### src/hw/rtl/halfwidth_katakana_to_utf8_defines.svh
// ----------------------------------------------------------------------------
// Assertion macros for the half-width katakana to UTF-8 converter
// ----------------------------------------------------------------------------
`ifndef HALFWIDTH_KATAKANA_TO_UTF8_DEFINES_SVH
`define HALFWIDTH_KATAKANA_TO_UTF8_DEFINES_SVH

// Same-cycle implication, masked while reset is held.
`define HWK_ASSERT_NOW(label, clk, rst_n, ante, cons, msg) \
    label: assert property (@(posedge clk) disable iff (!rst_n) (ante) |-> (cons)) \
        else $error(msg);

// Next-cycle implication, masked while reset is held.
`define HWK_ASSERT_NEXT(label, clk, rst_n, ante, cons, msg) \
    label: assert property (@(posedge clk) disable iff (!rst_n) (ante) |=> (cons)) \
        else $error(msg);

`endif

### src/hw/rtl/hwk_pkg.sv
// ----------------------------------------------------------------------------
// hwk_pkg
// Shared types, code tables and constants of the katakana to UTF-8 converter.
// ----------------------------------------------------------------------------
`timescale 1ns / 1ps

package hwk_pkg;

    localparam int HWK_QUEUE_DEPTH = 4;

    localparam logic [7:0] KANA_FIRST  = 8'hA1;
    localparam logic [7:0] KANA_LAST   = 8'hDD;
    localparam logic [7:0] VOICED_MARK = 8'hDE;
    localparam logic [7:0] SEMI_MARK   = 8'hDF;
    localparam logic [7:0] VOICE_A_LO  = 8'hB6;
    localparam logic [7:0] VOICE_A_HI  = 8'hC4;
    localparam logic [7:0] VOICE_B_LO  = 8'hCA;
    localparam logic [7:0] VOICE_B_HI  = 8'hCE;
    localparam logic [7:0] ASCII_LO    = 8'h20;
    localparam logic [7:0] ASCII_HI    = 8'h7F;

    // Kind of the second slot of a record
    typedef enum logic [1:0] {
        B_NONE = 2'd0,
        B_BYTE = 2'd1,
        B_CODE = 2'd2
    } t_bkind;

    // One item's worth of output: an optional code, an optional byte or code,
    // an optional closing zero byte, emitted in that order.
    typedef struct packed {
        logic        a_v;
        logic [23:0] a_code;
        t_bkind      b_kind;
        logic [23:0] b_val;
        logic        z_v;
    } t_rec;

    function automatic logic [23:0] kana_code(input logic [7:0] b);
        logic [23:0] c;
        unique case (b)
            8'hA1: c = 24'hE38082;  8'hA2: c = 24'hE3808C;  8'hA3: c = 24'hE3808D;
            8'hA4: c = 24'hE38081;  8'hA5: c = 24'hE383BB;  8'hA6: c = 24'hE383B2;
            8'hA7: c = 24'hE382A1;  8'hA8: c = 24'hE382A3;  8'hA9: c = 24'hE382A5;
            8'hAA: c = 24'hE382A7;  8'hAB: c = 24'hE382A9;  8'hAC: c = 24'hE383A3;
            8'hAD: c = 24'hE383A5;  8'hAE: c = 24'hE383A7;  8'hAF: c = 24'hE38383;
            8'hB0: c = 24'hE383BC;  8'hB1: c = 24'hE382A2;  8'hB2: c = 24'hE382A4;
            8'hB3: c = 24'hE382A6;  8'hB4: c = 24'hE382A8;  8'hB5: c = 24'hE382AA;
            8'hB6: c = 24'hE382AB;  8'hB7: c = 24'hE382AD;  8'hB8: c = 24'hE382AF;
            8'hB9: c = 24'hE382B1;  8'hBA: c = 24'hE382B3;  8'hBB: c = 24'hE382B5;
            8'hBC: c = 24'hE382B7;  8'hBD: c = 24'hE382B9;  8'hBE: c = 24'hE382BB;
            8'hBF: c = 24'hE382BD;  8'hC0: c = 24'hE382BF;  8'hC1: c = 24'hE38381;
            8'hC2: c = 24'hE38384;  8'hC3: c = 24'hE38386;  8'hC4: c = 24'hE38388;
            8'hC5: c = 24'hE3838A;  8'hC6: c = 24'hE3838B;  8'hC7: c = 24'hE3838C;
            8'hC8: c = 24'hE3838D;  8'hC9: c = 24'hE3838E;  8'hCA: c = 24'hE3838F;
            8'hCB: c = 24'hE38392;  8'hCC: c = 24'hE38395;  8'hCD: c = 24'hE38398;
            8'hCE: c = 24'hE3839B;  8'hCF: c = 24'hE3839E;  8'hD0: c = 24'hE3839F;
            8'hD1: c = 24'hE383A0;  8'hD2: c = 24'hE383A1;  8'hD3: c = 24'hE383A2;
            8'hD4: c = 24'hE383A4;  8'hD5: c = 24'hE383A6;  8'hD6: c = 24'hE383A8;
            8'hD7: c = 24'hE383A9;  8'hD8: c = 24'hE383AA;  8'hD9: c = 24'hE383AB;
            8'hDA: c = 24'hE383AC;  8'hDB: c = 24'hE383AD;  8'hDC: c = 24'hE383AF;
            8'hDD: c = 24'hE383B3;
            default: c = 24'h000000;
        endcase
        return c;
    endfunction

    // Voiced form of the first voiceable group
    function automatic logic [23:0] voiced_a_code(input logic [7:0] k);
        logic [23:0] c;
        unique case (k)
            8'hB6: c = 24'hE382AC;  8'hB7: c = 24'hE382AE;  8'hB8: c = 24'hE382B0;
            8'hB9: c = 24'hE382B2;  8'hBA: c = 24'hE382B4;  8'hBB: c = 24'hE382B6;
            8'hBC: c = 24'hE382B8;  8'hBD: c = 24'hE382BA;  8'hBE: c = 24'hE382BC;
            8'hBF: c = 24'hE382BE;  8'hC0: c = 24'hE38380;  8'hC1: c = 24'hE38382;
            8'hC2: c = 24'hE38385;  8'hC3: c = 24'hE38387;  8'hC4: c = 24'hE38389;
            default: c = 24'h000000;
        endcase
        return c;
    endfunction

    // Voiced form of the group that also takes the semi-voiced mark
    function automatic logic [23:0] voiced_b_code(input logic [7:0] k);
        logic [23:0] c;
        unique case (k)
            8'hCA: c = 24'hE38390;  8'hCB: c = 24'hE38393;  8'hCC: c = 24'hE38396;
            8'hCD: c = 24'hE38399;  8'hCE: c = 24'hE3839C;
            default: c = 24'h000000;
        endcase
        return c;
    endfunction

    function automatic logic [23:0] semi_b_code(input logic [7:0] k);
        logic [23:0] c;
        unique case (k)
            8'hCA: c = 24'hE38391;  8'hCB: c = 24'hE38394;  8'hCC: c = 24'hE38397;
            8'hCD: c = 24'hE3839A;  8'hCE: c = 24'hE3839D;
            default: c = 24'h000000;
        endcase
        return c;
    endfunction

endpackage

### src/hw/rtl/hwk_fifo.sv
// ----------------------------------------------------------------------------
// hwk_fifo
// Short show-ahead queue of records between the front and the back.
// ----------------------------------------------------------------------------
`timescale 1ns / 1ps
`include "halfwidth_katakana_to_utf8_defines.svh"

module hwk_fifo #(
    parameter int DEPTH = hwk_pkg::HWK_QUEUE_DEPTH
) (
    input  logic           i_clk,
    input  logic           i_rst_n,
    input  logic           i_wr,
    input  hwk_pkg::t_rec  i_rec,
    input  logic           i_rd,
    output hwk_pkg::t_rec  o_rec,
    output logic           o_full,
    output logic           o_empty
);
    import hwk_pkg::*;

    localparam int AW = (DEPTH > 1) ? $clog2(DEPTH) : 1;
    localparam int CW = $clog2(DEPTH + 1);

    t_rec          r_mem [DEPTH];
    logic [AW-1:0] r_wr_ptr, n_wr_ptr;
    logic [AW-1:0] r_rd_ptr, n_rd_ptr;
    logic [CW-1:0] r_count,  n_count;

    assign o_full  = (r_count == CW'(DEPTH));
    assign o_empty = (r_count == '0);
    assign o_rec   = r_mem[r_rd_ptr];

    always_comb begin
        n_wr_ptr = r_wr_ptr;
        n_rd_ptr = r_rd_ptr;
        n_count  = r_count;
        if (i_wr) begin
            n_wr_ptr = (r_wr_ptr == AW'(DEPTH - 1)) ? '0 : r_wr_ptr + 1'b1;
        end
        if (i_rd) begin
            n_rd_ptr = (r_rd_ptr == AW'(DEPTH - 1)) ? '0 : r_rd_ptr + 1'b1;
        end
        if (i_wr && !i_rd) begin
            n_count = r_count + 1'b1;
        end else if (i_rd && !i_wr) begin
            n_count = r_count - 1'b1;
        end
    end

    always_ff @(posedge i_clk) begin
        if (i_wr) begin
            r_mem[r_wr_ptr] <= i_rec;
        end
    end

    always_ff @(posedge i_clk) begin
        if (!i_rst_n) begin
            r_wr_ptr <= '0;
            r_rd_ptr <= '0;
            r_count  <= '0;
        end else begin
            r_wr_ptr <= n_wr_ptr;
            r_rd_ptr <= n_rd_ptr;
            r_count  <= n_count;
        end
    end

    `HWK_ASSERT_NOW(a_no_overflow, i_clk, i_rst_n, i_wr, !o_full, "write to full queue")
    `HWK_ASSERT_NOW(a_no_underflow, i_clk, i_rst_n, i_rd, !o_empty, "read from empty queue")
    `HWK_ASSERT_NOW(a_count_range, i_clk, i_rst_n, 1'b1, r_count <= CW'(DEPTH), "queue count out of range")

endmodule

### config.mk
export PLATFORM = sky130hd
export DESIGN_NAME = hwk_fifo
export DESIGN_NICKNAME = d
export VERILOG_FILES = /design/src/hw/rtl/hwk_pkg.sv /design/src/hw/rtl/hwk_fifo.sv
export VERILOG_INCLUDE_DIRS = /design/src /design/src/hw/rtl
export SDC_FILE = /design/constraint.sdc
export NUM_CORES = 1
export LEC_CHECK = 0
export ABC_AREA = 1
export BUFFER_PORTS_ARGS = -buffer_cell sky130_fd_sc_hd__buf_2
export CAP_MARGIN = 20
export CELL_PAD_IN_SITES_DETAIL_PLACEMENT = 1
export CELL_PAD_IN_SITES_GLOBAL_PLACEMENT = 2
export CORE_ASPECT_RATIO = 0.7
export CORE_MARGIN = 1.5
export CORE_UTILIZATION = 30
export CTS_CLUSTER_DIAMETER = 30
export DETAILED_ROUTE_END_ITERATION = 10
export PLACE_DENSITY_LB_ADDON = 0.1
export SETUP_SLACK_MARGIN = 0.5
export SYNTH_ARGS = -nofsm -noshare
export SYNTH_HDL_FRONTEND = slang
export SYNTH_SLANG_ARGS = --single-unit
### constraint.sdc
create_clock -name i_clk -period 4.7 [get_ports i_clk]
set_input_delay 1.41 -clock i_clk [delete_from_list [all_inputs] [get_ports i_clk]]
set_output_delay 1.41 -clock i_clk [all_outputs]
set_load 0.005 [all_outputs]
==> impl_metrics.yaml <==
outcome:
  outcome: "completed"
worst_setup_path:
  r2r_cells: 4
  crit_arrival_ps: 2520
  worst-path-buf-inv: 2
  crit_type: "flip-flop to output port"
  cp_top_family: "buffers and inverters"
  critPathCaptureType: "output port"
  cp_slowest_cell: "dfxtp_4"
  path_cells: "buf_4 -> o21ai_0 -> o22ai_1 -> buf_2"
  cp_num_cells: 4
  critPathMaxStageDelay_ps: 690
  worstSetupStartpointType: "flip-flop"
  cp_max_fo: 56
  worstPathRequired_ps: 3290
synth:
  avgSynthCellArea_um2: 14.5
  synth_seq_area_share_pct: 78.9
  synthTopCellsByArea: "edfxtp_1 77%, o21ai_0 6.0%, nor2_1 5.2%, o22ai_1 4.0%, dfxtp_1 2.2%"
  ys_warn_count: 0
  synthCells: 561
  synth_top_cell_by_area: "edfxtp_1"
  synth_nets: 624
  synth_cell_types: 20
  ys_seq_elements: 217
  netlist_area_mm2: 0.00814
  synth_top_area_share_pct: 76.7
sta:
  fmax_mhz: 254
  relSlewSlack_pct: 42.1
  skew_ps: 13.6
  finalCritPeriodShare_pct: 83.7
  slew_violations: 0
  worstMarginPinSlew_ps: 868
  finalSetupTns_ps: 0
  rsz0062_at_grt: "no"
  period_needed_ps: 3930
  worst_slack_ps: 768
  setup_violations: 0
  hold_viol: 0
  hold_ws_ps: 539
final_layout:
  final_common_cell: "edfxtp_1"
  drive_gt1_share_pct: 26.8
  mostFrequentLayoutCells: "208 x edfxtp_1, 112 x nor2_1, 109 x buf_2"
  fin_cells: 1094
  nNetsFinal: 756
  syn_to_final_growth_pct: 29.0
power:
  p_per_area_mw_per_mm2: 542
  total_power_mw: 5.69
  power_leakage_nw: 3.78
  vdd_drop_max_v: 0.000274
place:
  place_congestion: 0.692
  dp_cells: 1011
  port_buffers: 109
  dp_slack_ps: 1080
  dp_hpwl_mm: 11.4
drt:
  ant_nets: 0
  vias: 5141
  wirelength_mm: 21.0
  avgViaCountPerCell: 4.70
  avgRoutedWirePerCell_um: 19.2
  drt_iter0_markers: 261
  drc: 0
  first_pass_iters: 4
global_route:
  first_global_vias: 5550
  grt_max_degree: 95
  overflow: 0
  grt_first_pass_wirelength_mm: 31.9
  grt_usage_pct: 15.3
  antenna_found_initial: 3
clocking:
  numCtsBuffers: 44
  cts_tree: "yes"
  cts_root_buffer: "clkbuf_16"
  cts_setup_buffers: 0
  cts.htree.levels: 2
  clock-sinks: 217
  clkTransAtPathRegs_ps: 50
  cts_max_path_buffers: 3
  clkLatencyLatePin_ps: 530
floorplanning:
  fp.dieW_um: 200
  rows: 50
  die_height_um: 141
  floorplan.initialDensity_pct: 30.5
  die-area_mm2: 0.0282
  num_io_pins: 110
  core_area_mm2: 0.0267
worst_hold_path:
  hold_class: "flip-flop to flip-flop"
  min_path_cells: 2
job:
  cap_violations: 0
Yosys cell counts:
library cell,n
edfxtp_1,208
nor2_1,112
o21ai_0,97
o22ai_1,52
clkbuf_1,17
inv_1,14
o21ai_1,10
buf_6,9
dfxtp_1,9
nand2_1,8
buf_2,6
ha_1,6
nor3_1,4
a21oi_1,3
clkinv_2,1
fa_1,1
inv_2,1
nand3_1,1
nand4_1,1
xor2_1,1
layer usage:
layer,global-route usage [%],up-vias,share of wire (%)
met1,19.2,2606,44
met5,0,-,0.052
li1,-,2388,-
met4,5.82,2,2.0
met3,4.64,37,5.8
met2,24.8,108,48
power breakdown:
| part | switching (mW) | internal, mW | total [mW] |
|---|---|---|---|
| combinational | 0.251 | 0.132 | 0.383 |
| sequential | 0.0334 | 2.22 | 2.25 |
| clock | 0.976 | 2.08 | 3.06 |
metrics by stage:
step / utilization (%) / area (um2)
after detailed placement: 33.8 / 9020
after CTS: 39.3 / 10500
final: 39.3 / 10500
after floorplan: - / 8140
after global routing: 39.3 / 10500
after global placement: 33.8 / 9020
kinds of logic (layout without fill, tap and decap cells):
kind of cell,after synthesis,after routing,synth area share (%)
xor gates and xnor gates,1,1,0.108
other,0,2,0
DFF,217,217,78.9
and+or+nand+nor,126,126,5.91
AOI/OAI and AO/OA,162,162,10.8
adders and majority gates,7,7,1.17
buffers and inverters,48,215,3.15
path summary, 6_finish.rpt:
| path | start | to | slack (ps) |
|---|---|---|---|
| max | flip-flop | o_rec[1] | 770 |
| min | r_wr_ptr[1]$_SDFFE_PN0P_ | r_wr_ptr[1]$_SDFFE_PN0P_ | 540 |
| max reg2reg | r_wr_ptr[0]$_SDFFE_PN0P_ | r_mem[3][17]$_DFFE_PP_ | 2670 |
| min reg2reg | r_wr_ptr[1]$_SDFFE_PN0P_ | r_wr_ptr[1]$_SDFFE_PN0P_ | 540 |
sequential cells by signal, indices dropped and copies added, names as in the netlist, named ones only:
| signal | flops |
|---|---|
| r_count | 3 |
| r_rd_ptr | 2 |
| r_mem | 208 |
| r_wr_ptr | 2 |
cell type report:
cell class	instances	area [um2]
flip-flops and latches	217	6430
repair buffers	118	617
multi-input cells	296	1460
well taps	364	455
inverters	16	62.6
clock inverters	30	315
diodes	2	5.00
fillers	2770	16200
clock buffers	51	1160
tightest hold or removal path, stage by stage (launching register included):
cell and delay (ps):
dfxtp_1 330, inv_1 100, a21oi_1 70
repair_timing:
action / CTS / global route
gates resized for setup: 0 / 1
hold buffers: 0 / 0
endpoints found under the setup margin: 0 / 39
(Power assumes the default switching activity.)
