<file path="config.mk">
export PLATFORM = sky130hd
export DESIGN_NAME = hwk_back
export DESIGN_NICKNAME = d
export VERILOG_FILES = /design/src/hw/rtl/hwk_pkg.sv /design/src/hw/rtl/hwk_back.sv
export VERILOG_INCLUDE_DIRS = /design/src /design/src/hw/rtl
export SDC_FILE = /design/constraint.sdc
export NUM_CORES = 1
export LEC_CHECK = 0
export ABC_CLOCK_PERIOD_IN_PS = 1800
export BUFFER_PORTS_ARGS = -buffer_cell sky130_fd_sc_hd__buf_2
export CELL_PAD_IN_SITES_DETAIL_PLACEMENT = 0
export CELL_PAD_IN_SITES_GLOBAL_PLACEMENT = 1
export CORE_MARGIN = 2
export CORE_UTILIZATION = 32
export CTS_BUF_LIST = sky130_fd_sc_hd__clkbuf_4 sky130_fd_sc_hd__clkbuf_8
export DETAILED_ROUTE_END_ITERATION = 10
export PLACE_DENSITY = 0.82
export REMOVE_ABC_BUFFERS = 1
export SLEW_MARGIN = 20
export SYNTH_ARGS = -nofsm -noshare
export SYNTH_HDL_FRONTEND = slang
export SYNTH_SLANG_ARGS = --single-unit
</file>
<file path="constraint.sdc">
create_clock -name i_clk -period 1.8 [get_ports i_clk]
set_input_delay 0.09 -clock i_clk [delete_from_list [all_inputs] [get_ports i_clk]]
set_output_delay 0.09 -clock i_clk [all_outputs]
set_load 0.01 [all_outputs]
</file>
<file path="src/hw/rtl/halfwidth_katakana_to_utf8_defines.svh">
// ----------------------------------------------------------------------------
// Assertion macros for the half-width katakana to UTF-8 converter
// ----------------------------------------------------------------------------
`ifndef HALFWIDTH_KATAKANA_TO_UTF8_DEFINES_SVH
`define HALFWIDTH_KATAKANA_TO_UTF8_DEFINES_SVH

// Same-cycle implication, masked while reset is held.
`define HWK_ASSERT_NOW(label, clk, rst_n, ante, cons, msg) \
    label: assert property (@(posedge clk) disable iff (!rst_n) (ante) |-> (cons)) \
        else $error(msg);

// Next-cycle implication, masked while reset is held.
`define HWK_ASSERT_NEXT(label, clk, rst_n, ante, cons, msg) \
    label: assert property (@(posedge clk) disable iff (!rst_n) (ante) |=> (cons)) \
        else $error(msg);

`endif

</file>
<file path="src/hw/rtl/hwk_pkg.sv">
// ----------------------------------------------------------------------------
// hwk_pkg
// Shared types, code tables and constants of the katakana to UTF-8 converter.
// ----------------------------------------------------------------------------
`timescale 1ns / 1ps

package hwk_pkg;

    localparam int HWK_QUEUE_DEPTH = 4;

    localparam logic [7:0] KANA_FIRST  = 8'hA1;
    localparam logic [7:0] KANA_LAST   = 8'hDD;
    localparam logic [7:0] VOICED_MARK = 8'hDE;
    localparam logic [7:0] SEMI_MARK   = 8'hDF;
    localparam logic [7:0] VOICE_A_LO  = 8'hB6;
    localparam logic [7:0] VOICE_A_HI  = 8'hC4;
    localparam logic [7:0] VOICE_B_LO  = 8'hCA;
    localparam logic [7:0] VOICE_B_HI  = 8'hCE;
    localparam logic [7:0] ASCII_LO    = 8'h20;
    localparam logic [7:0] ASCII_HI    = 8'h7F;

    // Kind of the second slot of a record
    typedef enum logic [1:0] {
        B_NONE = 2'd0,
        B_BYTE = 2'd1,
        B_CODE = 2'd2
    } t_bkind;

    // One item's worth of output: an optional code, an optional byte or code,
    // an optional closing zero byte, emitted in that order.
    typedef struct packed {
        logic        a_v;
        logic [23:0] a_code;
        t_bkind      b_kind;
        logic [23:0] b_val;
        logic        z_v;
    } t_rec;

    function automatic logic [23:0] kana_code(input logic [7:0] b);
        logic [23:0] c;
        unique case (b)
            8'hA1: c = 24'hE38082;  8'hA2: c = 24'hE3808C;  8'hA3: c = 24'hE3808D;
            8'hA4: c = 24'hE38081;  8'hA5: c = 24'hE383BB;  8'hA6: c = 24'hE383B2;
            8'hA7: c = 24'hE382A1;  8'hA8: c = 24'hE382A3;  8'hA9: c = 24'hE382A5;
            8'hAA: c = 24'hE382A7;  8'hAB: c = 24'hE382A9;  8'hAC: c = 24'hE383A3;
            8'hAD: c = 24'hE383A5;  8'hAE: c = 24'hE383A7;  8'hAF: c = 24'hE38383;
            8'hB0: c = 24'hE383BC;  8'hB1: c = 24'hE382A2;  8'hB2: c = 24'hE382A4;
            8'hB3: c = 24'hE382A6;  8'hB4: c = 24'hE382A8;  8'hB5: c = 24'hE382AA;
            8'hB6: c = 24'hE382AB;  8'hB7: c = 24'hE382AD;  8'hB8: c = 24'hE382AF;
            8'hB9: c = 24'hE382B1;  8'hBA: c = 24'hE382B3;  8'hBB: c = 24'hE382B5;
            8'hBC: c = 24'hE382B7;  8'hBD: c = 24'hE382B9;  8'hBE: c = 24'hE382BB;
            8'hBF: c = 24'hE382BD;  8'hC0: c = 24'hE382BF;  8'hC1: c = 24'hE38381;
            8'hC2: c = 24'hE38384;  8'hC3: c = 24'hE38386;  8'hC4: c = 24'hE38388;
            8'hC5: c = 24'hE3838A;  8'hC6: c = 24'hE3838B;  8'hC7: c = 24'hE3838C;
            8'hC8: c = 24'hE3838D;  8'hC9: c = 24'hE3838E;  8'hCA: c = 24'hE3838F;
            8'hCB: c = 24'hE38392;  8'hCC: c = 24'hE38395;  8'hCD: c = 24'hE38398;
            8'hCE: c = 24'hE3839B;  8'hCF: c = 24'hE3839E;  8'hD0: c = 24'hE3839F;
            8'hD1: c = 24'hE383A0;  8'hD2: c = 24'hE383A1;  8'hD3: c = 24'hE383A2;
            8'hD4: c = 24'hE383A4;  8'hD5: c = 24'hE383A6;  8'hD6: c = 24'hE383A8;
            8'hD7: c = 24'hE383A9;  8'hD8: c = 24'hE383AA;  8'hD9: c = 24'hE383AB;
            8'hDA: c = 24'hE383AC;  8'hDB: c = 24'hE383AD;  8'hDC: c = 24'hE383AF;
            8'hDD: c = 24'hE383B3;
            default: c = 24'h000000;
        endcase
        return c;
    endfunction

    // Voiced form of the first voiceable group
    function automatic logic [23:0] voiced_a_code(input logic [7:0] k);
        logic [23:0] c;
        unique case (k)
            8'hB6: c = 24'hE382AC;  8'hB7: c = 24'hE382AE;  8'hB8: c = 24'hE382B0;
            8'hB9: c = 24'hE382B2;  8'hBA: c = 24'hE382B4;  8'hBB: c = 24'hE382B6;
            8'hBC: c = 24'hE382B8;  8'hBD: c = 24'hE382BA;  8'hBE: c = 24'hE382BC;
            8'hBF: c = 24'hE382BE;  8'hC0: c = 24'hE38380;  8'hC1: c = 24'hE38382;
            8'hC2: c = 24'hE38385;  8'hC3: c = 24'hE38387;  8'hC4: c = 24'hE38389;
            default: c = 24'h000000;
        endcase
        return c;
    endfunction

    // Voiced form of the group that also takes the semi-voiced mark
    function automatic logic [23:0] voiced_b_code(input logic [7:0] k);
        logic [23:0] c;
        unique case (k)
            8'hCA: c = 24'hE38390;  8'hCB: c = 24'hE38393;  8'hCC: c = 24'hE38396;
            8'hCD: c = 24'hE38399;  8'hCE: c = 24'hE3839C;
            default: c = 24'h000000;
        endcase
        return c;
    endfunction

    function automatic logic [23:0] semi_b_code(input logic [7:0] k);
        logic [23:0] c;
        unique case (k)
            8'hCA: c = 24'hE38391;  8'hCB: c = 24'hE38394;  8'hCC: c = 24'hE38397;
            8'hCD: c = 24'hE3839A;  8'hCE: c = 24'hE3839D;
            default: c = 24'h000000;
        endcase
        return c;
    endfunction

endpackage

</file>
<file path="src/hw/rtl/hwk_back.sv">
// ----------------------------------------------------------------------------
// hwk_back
// Drains records from the queue one UTF-8 byte per beat into the output
// register.
// ----------------------------------------------------------------------------
`timescale 1ns / 1ps
`include "halfwidth_katakana_to_utf8_defines.svh"

module hwk_back (
    input  logic           i_clk,
    input  logic           i_rst_n,
    input  hwk_pkg::t_rec  i_rec,
    input  logic           i_q_empty,
    output logic           o_q_rd,
    input  logic           i_pop,
    output logic           o_empty,
    output logic [7:0]     o_out_byte,
    output logic           o_last_of_run,
    output logic           o_end_of_text
);
    import hwk_pkg::*;

    localparam int NPOS = 7;

    logic            r_loaded;
    logic [NPOS-1:0] r_rem;
    logic            r_out_valid;
    logic [7:0]      r_out_byte;
    logic            r_out_last;
    logic            r_out_eot;

    logic [NPOS-1:0] rec_mask, cur_mask, iso, rem_next;
    logic [7:0]      pos_byte [NPOS];
    logic [7:0]      sel_byte;
    logic            have, can_load, load, last;

    // positions: three bytes of the first code, up to three of the second
    // slot, then the closing zero
    assign rec_mask = {i_rec.z_v,
                       i_rec.b_kind == B_CODE, i_rec.b_kind == B_CODE,
                       i_rec.b_kind != B_NONE,
                       i_rec.a_v, i_rec.a_v, i_rec.a_v};

    assign pos_byte[0] = i_rec.a_code[23:16];
    assign pos_byte[1] = i_rec.a_code[15:8];
    assign pos_byte[2] = i_rec.a_code[7:0];
    assign pos_byte[3] = (i_rec.b_kind == B_BYTE) ? i_rec.b_val[7:0] : i_rec.b_val[23:16];
    assign pos_byte[4] = i_rec.b_val[15:8];
    assign pos_byte[5] = i_rec.b_val[7:0];
    assign pos_byte[6] = 8'h00;

    assign cur_mask = r_loaded ? r_rem : rec_mask;
    assign have     = r_loaded || !i_q_empty;
    assign can_load = !r_out_valid || i_pop;
    assign load     = have && can_load;
    assign iso      = cur_mask & (~cur_mask + 1'b1);
    assign rem_next = cur_mask & ~iso;
    assign last     = (rem_next == '0);
    assign o_q_rd   = load && last;

    always_comb begin
        sel_byte = 8'h00;
        for (int i = 0; i < NPOS; i++) begin
            if (iso[i]) begin
                sel_byte = pos_byte[i];
            end
        end
    end

    always_ff @(posedge i_clk) begin
        if (!i_rst_n) begin
            r_loaded    <= 1'b0;
            r_out_valid <= 1'b0;
        end else begin
            if (load) begin
                r_loaded <= !last;
            end
            if (can_load) begin
                r_out_valid <= have;
            end
        end
    end

    // payload: advance on every loaded beat
    always_ff @(posedge i_clk) begin
        if (load) begin
            r_rem      <= rem_next;
            r_out_byte <= sel_byte;
            r_out_last <= last;
            r_out_eot  <= iso[NPOS-1];
        end
    end

    assign o_empty       = !r_out_valid;
    assign o_out_byte    = r_out_byte;
    assign o_last_of_run = r_out_last;
    assign o_end_of_text = r_out_eot;

    `HWK_ASSERT_NOW(a_loaded_has_bytes, i_clk, i_rst_n, r_loaded, r_rem != '0, "record held with no bytes left")
    `HWK_ASSERT_NOW(a_loaded_head, i_clk, i_rst_n, r_loaded, !i_q_empty, "record held but queue empty")
    `HWK_ASSERT_NOW(a_eot_last, i_clk, i_rst_n, r_out_valid && r_out_eot, r_out_last && r_out_byte == 8'h00, "closing byte not last or not zero")
    `HWK_ASSERT_NEXT(a_rd_clears, i_clk, i_rst_n, o_q_rd, !r_loaded, "record still held after its last beat")

endmodule

</file>
==> results.py <==
metrics = {
    "sta": {
        "min_period_ns": 2.03,
        "max-slew-margin-rel_pct": 54.8,
        "hold_viol": 0,
        "fin_tns_setup_ns": -1.32,
        "rsz0062_at_grt": "yes",
        "fin_ws_ns": -0.228,
        "setup_viol": 9,
        "drv_slew": 0,
        "fin_crit_sh_pct": 113,
        "worst_pin_slew_ns": 0.676,
        "fin_skew_ns": 0.00886,
        "fmax_mhz": 493,
    },
    "synth": {
        "syn_area_per_cell_um2": 9.26,
        "synth_cells": 174,
        "synth_area_leaders": "edfxtp_1, a32o_1, o21ba_2, a211oi_1, nand2_1",
        "yosysSeqAreaShare_pct": 32.3,
        "synth_seq_cells": 18,
        "synth-async-reset-ratio_pct": 0,
        "synth_edf_count": 16,
        "synthDistinctLibCells": 55,
        "yosysWarningCount": 0,
        "synth_flop_cell": "edfxtp_1",
        "yosys.area.top_type": "edfxtp_1",
        "synth_top_area_share_pct": 29.8,
        "syn_area_um2": 1610,
    },
    "worst_setup_path": {
        "crit_type": "flop to flop",
        "critPathCaptureType": "flop",
        "cp.arrival_ns": 2.04,
        "start_kind": "flop",
        "required_ns": 1.82,
        "crit_fanout": 4,
        "ff2ff_setup_slack_ns": -0.23,
    },
    "placement": {
        "gp_congestion": 0.872,
        "hpwl_um": 4110,
        "numPortBuffers": 67,
    },
    "grt": {
        "antenna_found_initial": 0,
        "first_global_vias": 1774,
        "grt_pass1_wl_um": 8450,
        "gr-total-overflow": 0,
        "grt_max_degree": 23,
        "grt.total_usage_pct": 19.7,
    },
    "cells_and_area": {
        "num_antenna_cells": 0,
        "layout-drive-gt1-share_pct": 48.9,
        "final_common_cell": "buf_2",
        "nets": 325,
        "n_fill_cell": 446,
        "area_delta_synth_final_pct": 45.3,
        "final_cell_mix": "buf_2, buf_4, edfxtp_1, nand2_1, a21oi_1",
    },
    "floorplanning": {
        "core_um2": 4790,
        "die_area_um2": 5620,
        "rows": 25,
        "start_util_pct": 33.7,
        "die_w_um": 75.0,
        "io_pins": 68,
        "die_h_um": 75.0,
    },
    "clock_tree": {
        "cts_num_sinks": 18,
        "cts_buffers": 3,
        "clock_latency_ns": 0.26,
        "tritoncts": "yes",
        "cts_htree_levels": 1,
        "cts_buffer_depth": 2,
        "cts_hold_buf": 0,
        "clock_tree.root_cell": "clkbuf_8",
        "clk_pin_slew_ns": 0.08,
    },
    "flow_run": {
        "maxCapViolCount": 0,
    },
    "drt": {
        "via_per_inst": 5.41,
        "wl_per_cell_um": 16.4,
        "drc_errors": 0,
        "wl_um": 5500,
        "ant_nets": 0,
        "first_pass_iters": 4,
        "first_iter_violations": 119,
        "vias": 1813,
    },
    "hold_path": {
        "hold_path.class": "input pin to flop",
    },
    "pwr": {
        "leakagePower_nw": 0.991,
        "p_total_w": 0.00156,
        "ir_worst_vdd_v": 0.000348,
        "p_per_area_nw_per_um2": 668,
    },
    "status": {
        "violations": "negative setup slack",
        "outcome": "finished, violations left",
    },
}
-- kinds of logic (layout without fill, tap and decap cells) --
group	count (synthesis)	after routing	synth area share, %
AOI/OAI and AO/OA	71	71	36.8
and+or+nand+nor	57	57	21.7
buffers and inverters	25	119	7.30
DFF	18	18	32.3
muxes	2	2	1.24
adders and majority gates	1	1	0.621
-- worst max-delay path: stages, from the launching register on --
cell and delay (ns):
edfxtp_1 0.44, buf_6 0.16, or4b_4 0.57, nor3_4 0.19, buf_4 0.15, a211oi_2 0.03, a32o_1 0.25
-- flip-flops by register name, summed over array words and instances (netlist names) --
signal / count
r_loaded: 1
o_out_byte: 8
o_last_of_run: 1
r_rem: 6
r_out_valid: 1
o_end_of_text: 1
-- area by class of cell --
cell class / count / area, µm² / share of cell area (%)
timing repair buffer: 107 / 656 / 28.0
clock buffer: 4 / 48.8 / 2.08
sequential: 18 / 524 / 22.4
multi-input combinational: 131 / 998 / 42.7
inverter: 8 / 30.0 / 1.28
tap: 67 / 83.8 / 3.58
-- final timing paths --
kind              startpoint             to  depth (start not counted)
hold reg to reg     r_rem[6]       r_rem[6]                          2
hold / removal       i_rst_n    r_out_valid                          2
setup / recovery    r_rem[1]  o_out_byte[5]                          6
setup reg to reg    r_rem[1]  o_out_byte[5]                          6
-- where the power goes --
group	switching [W]	leakage, nW	internal, W
registers	0.0000328	0.178	0.000541
logic	0.000342	0.787	0.000335
clock network	0.000142	0.0262	0.000172
total	0.000517	0.991	0.00105
-- stage by stage --
| stage | hold WS (ns) | std cells | worst slack (ns) | area, µm² | util, % |
|---|---|---|---|---|---|
| floorplan | 0.218 | 157 | -0.645 | 1520 | - |
| global placement | 0.329 | 324 | -0.0456 | 2200 | 46.0 |
| detailed placement | 0.339 | 324 | -0.0810 | 2200 | 46.0 |
| CTS | 0.0752 | 334 | -0.147 | 2310 | 48.2 |
| global route | 0.0848 | 335 | -0.287 | 2340 | 48.9 |
| finish | 0.0764 | 335 | -0.228 | 2340 | 48.9 |
-- routing by layer --
layer | GRT usage [%] | share of wire [%]
met2 | 33.1 | 48
met4 | 5.95 | 1.1
met1 | 26.3 | 43
met3 | 2.68 | 7.1
met5 | 0 | 0
-- timing repair --
item	4_1_cts	5_1_grt
pin swaps	3	0
gates cloned	0	0
resized for setup	5	6
buffers inserted	6	1
setup endpoints to repair	9	12
-- cells in the mapped netlist, types with 3 or more instances --
master,instances
edfxtp_1,16
clkbuf_1,8
a21oi_1,10
a32o_1,8
inv_1,8
nand3b_1,7
nand2b_1,3
a2111oi_0,5
o21ba_2,6
a221oi_1,3
nand2_1,15
buf_2,7
a211oi_1,8
nor2b_1,7
o2111ai_1,6
nor2_1,6
and3_1,3
o31ai_1,5
No activity file was read; power rests on OpenSTA's default activity.
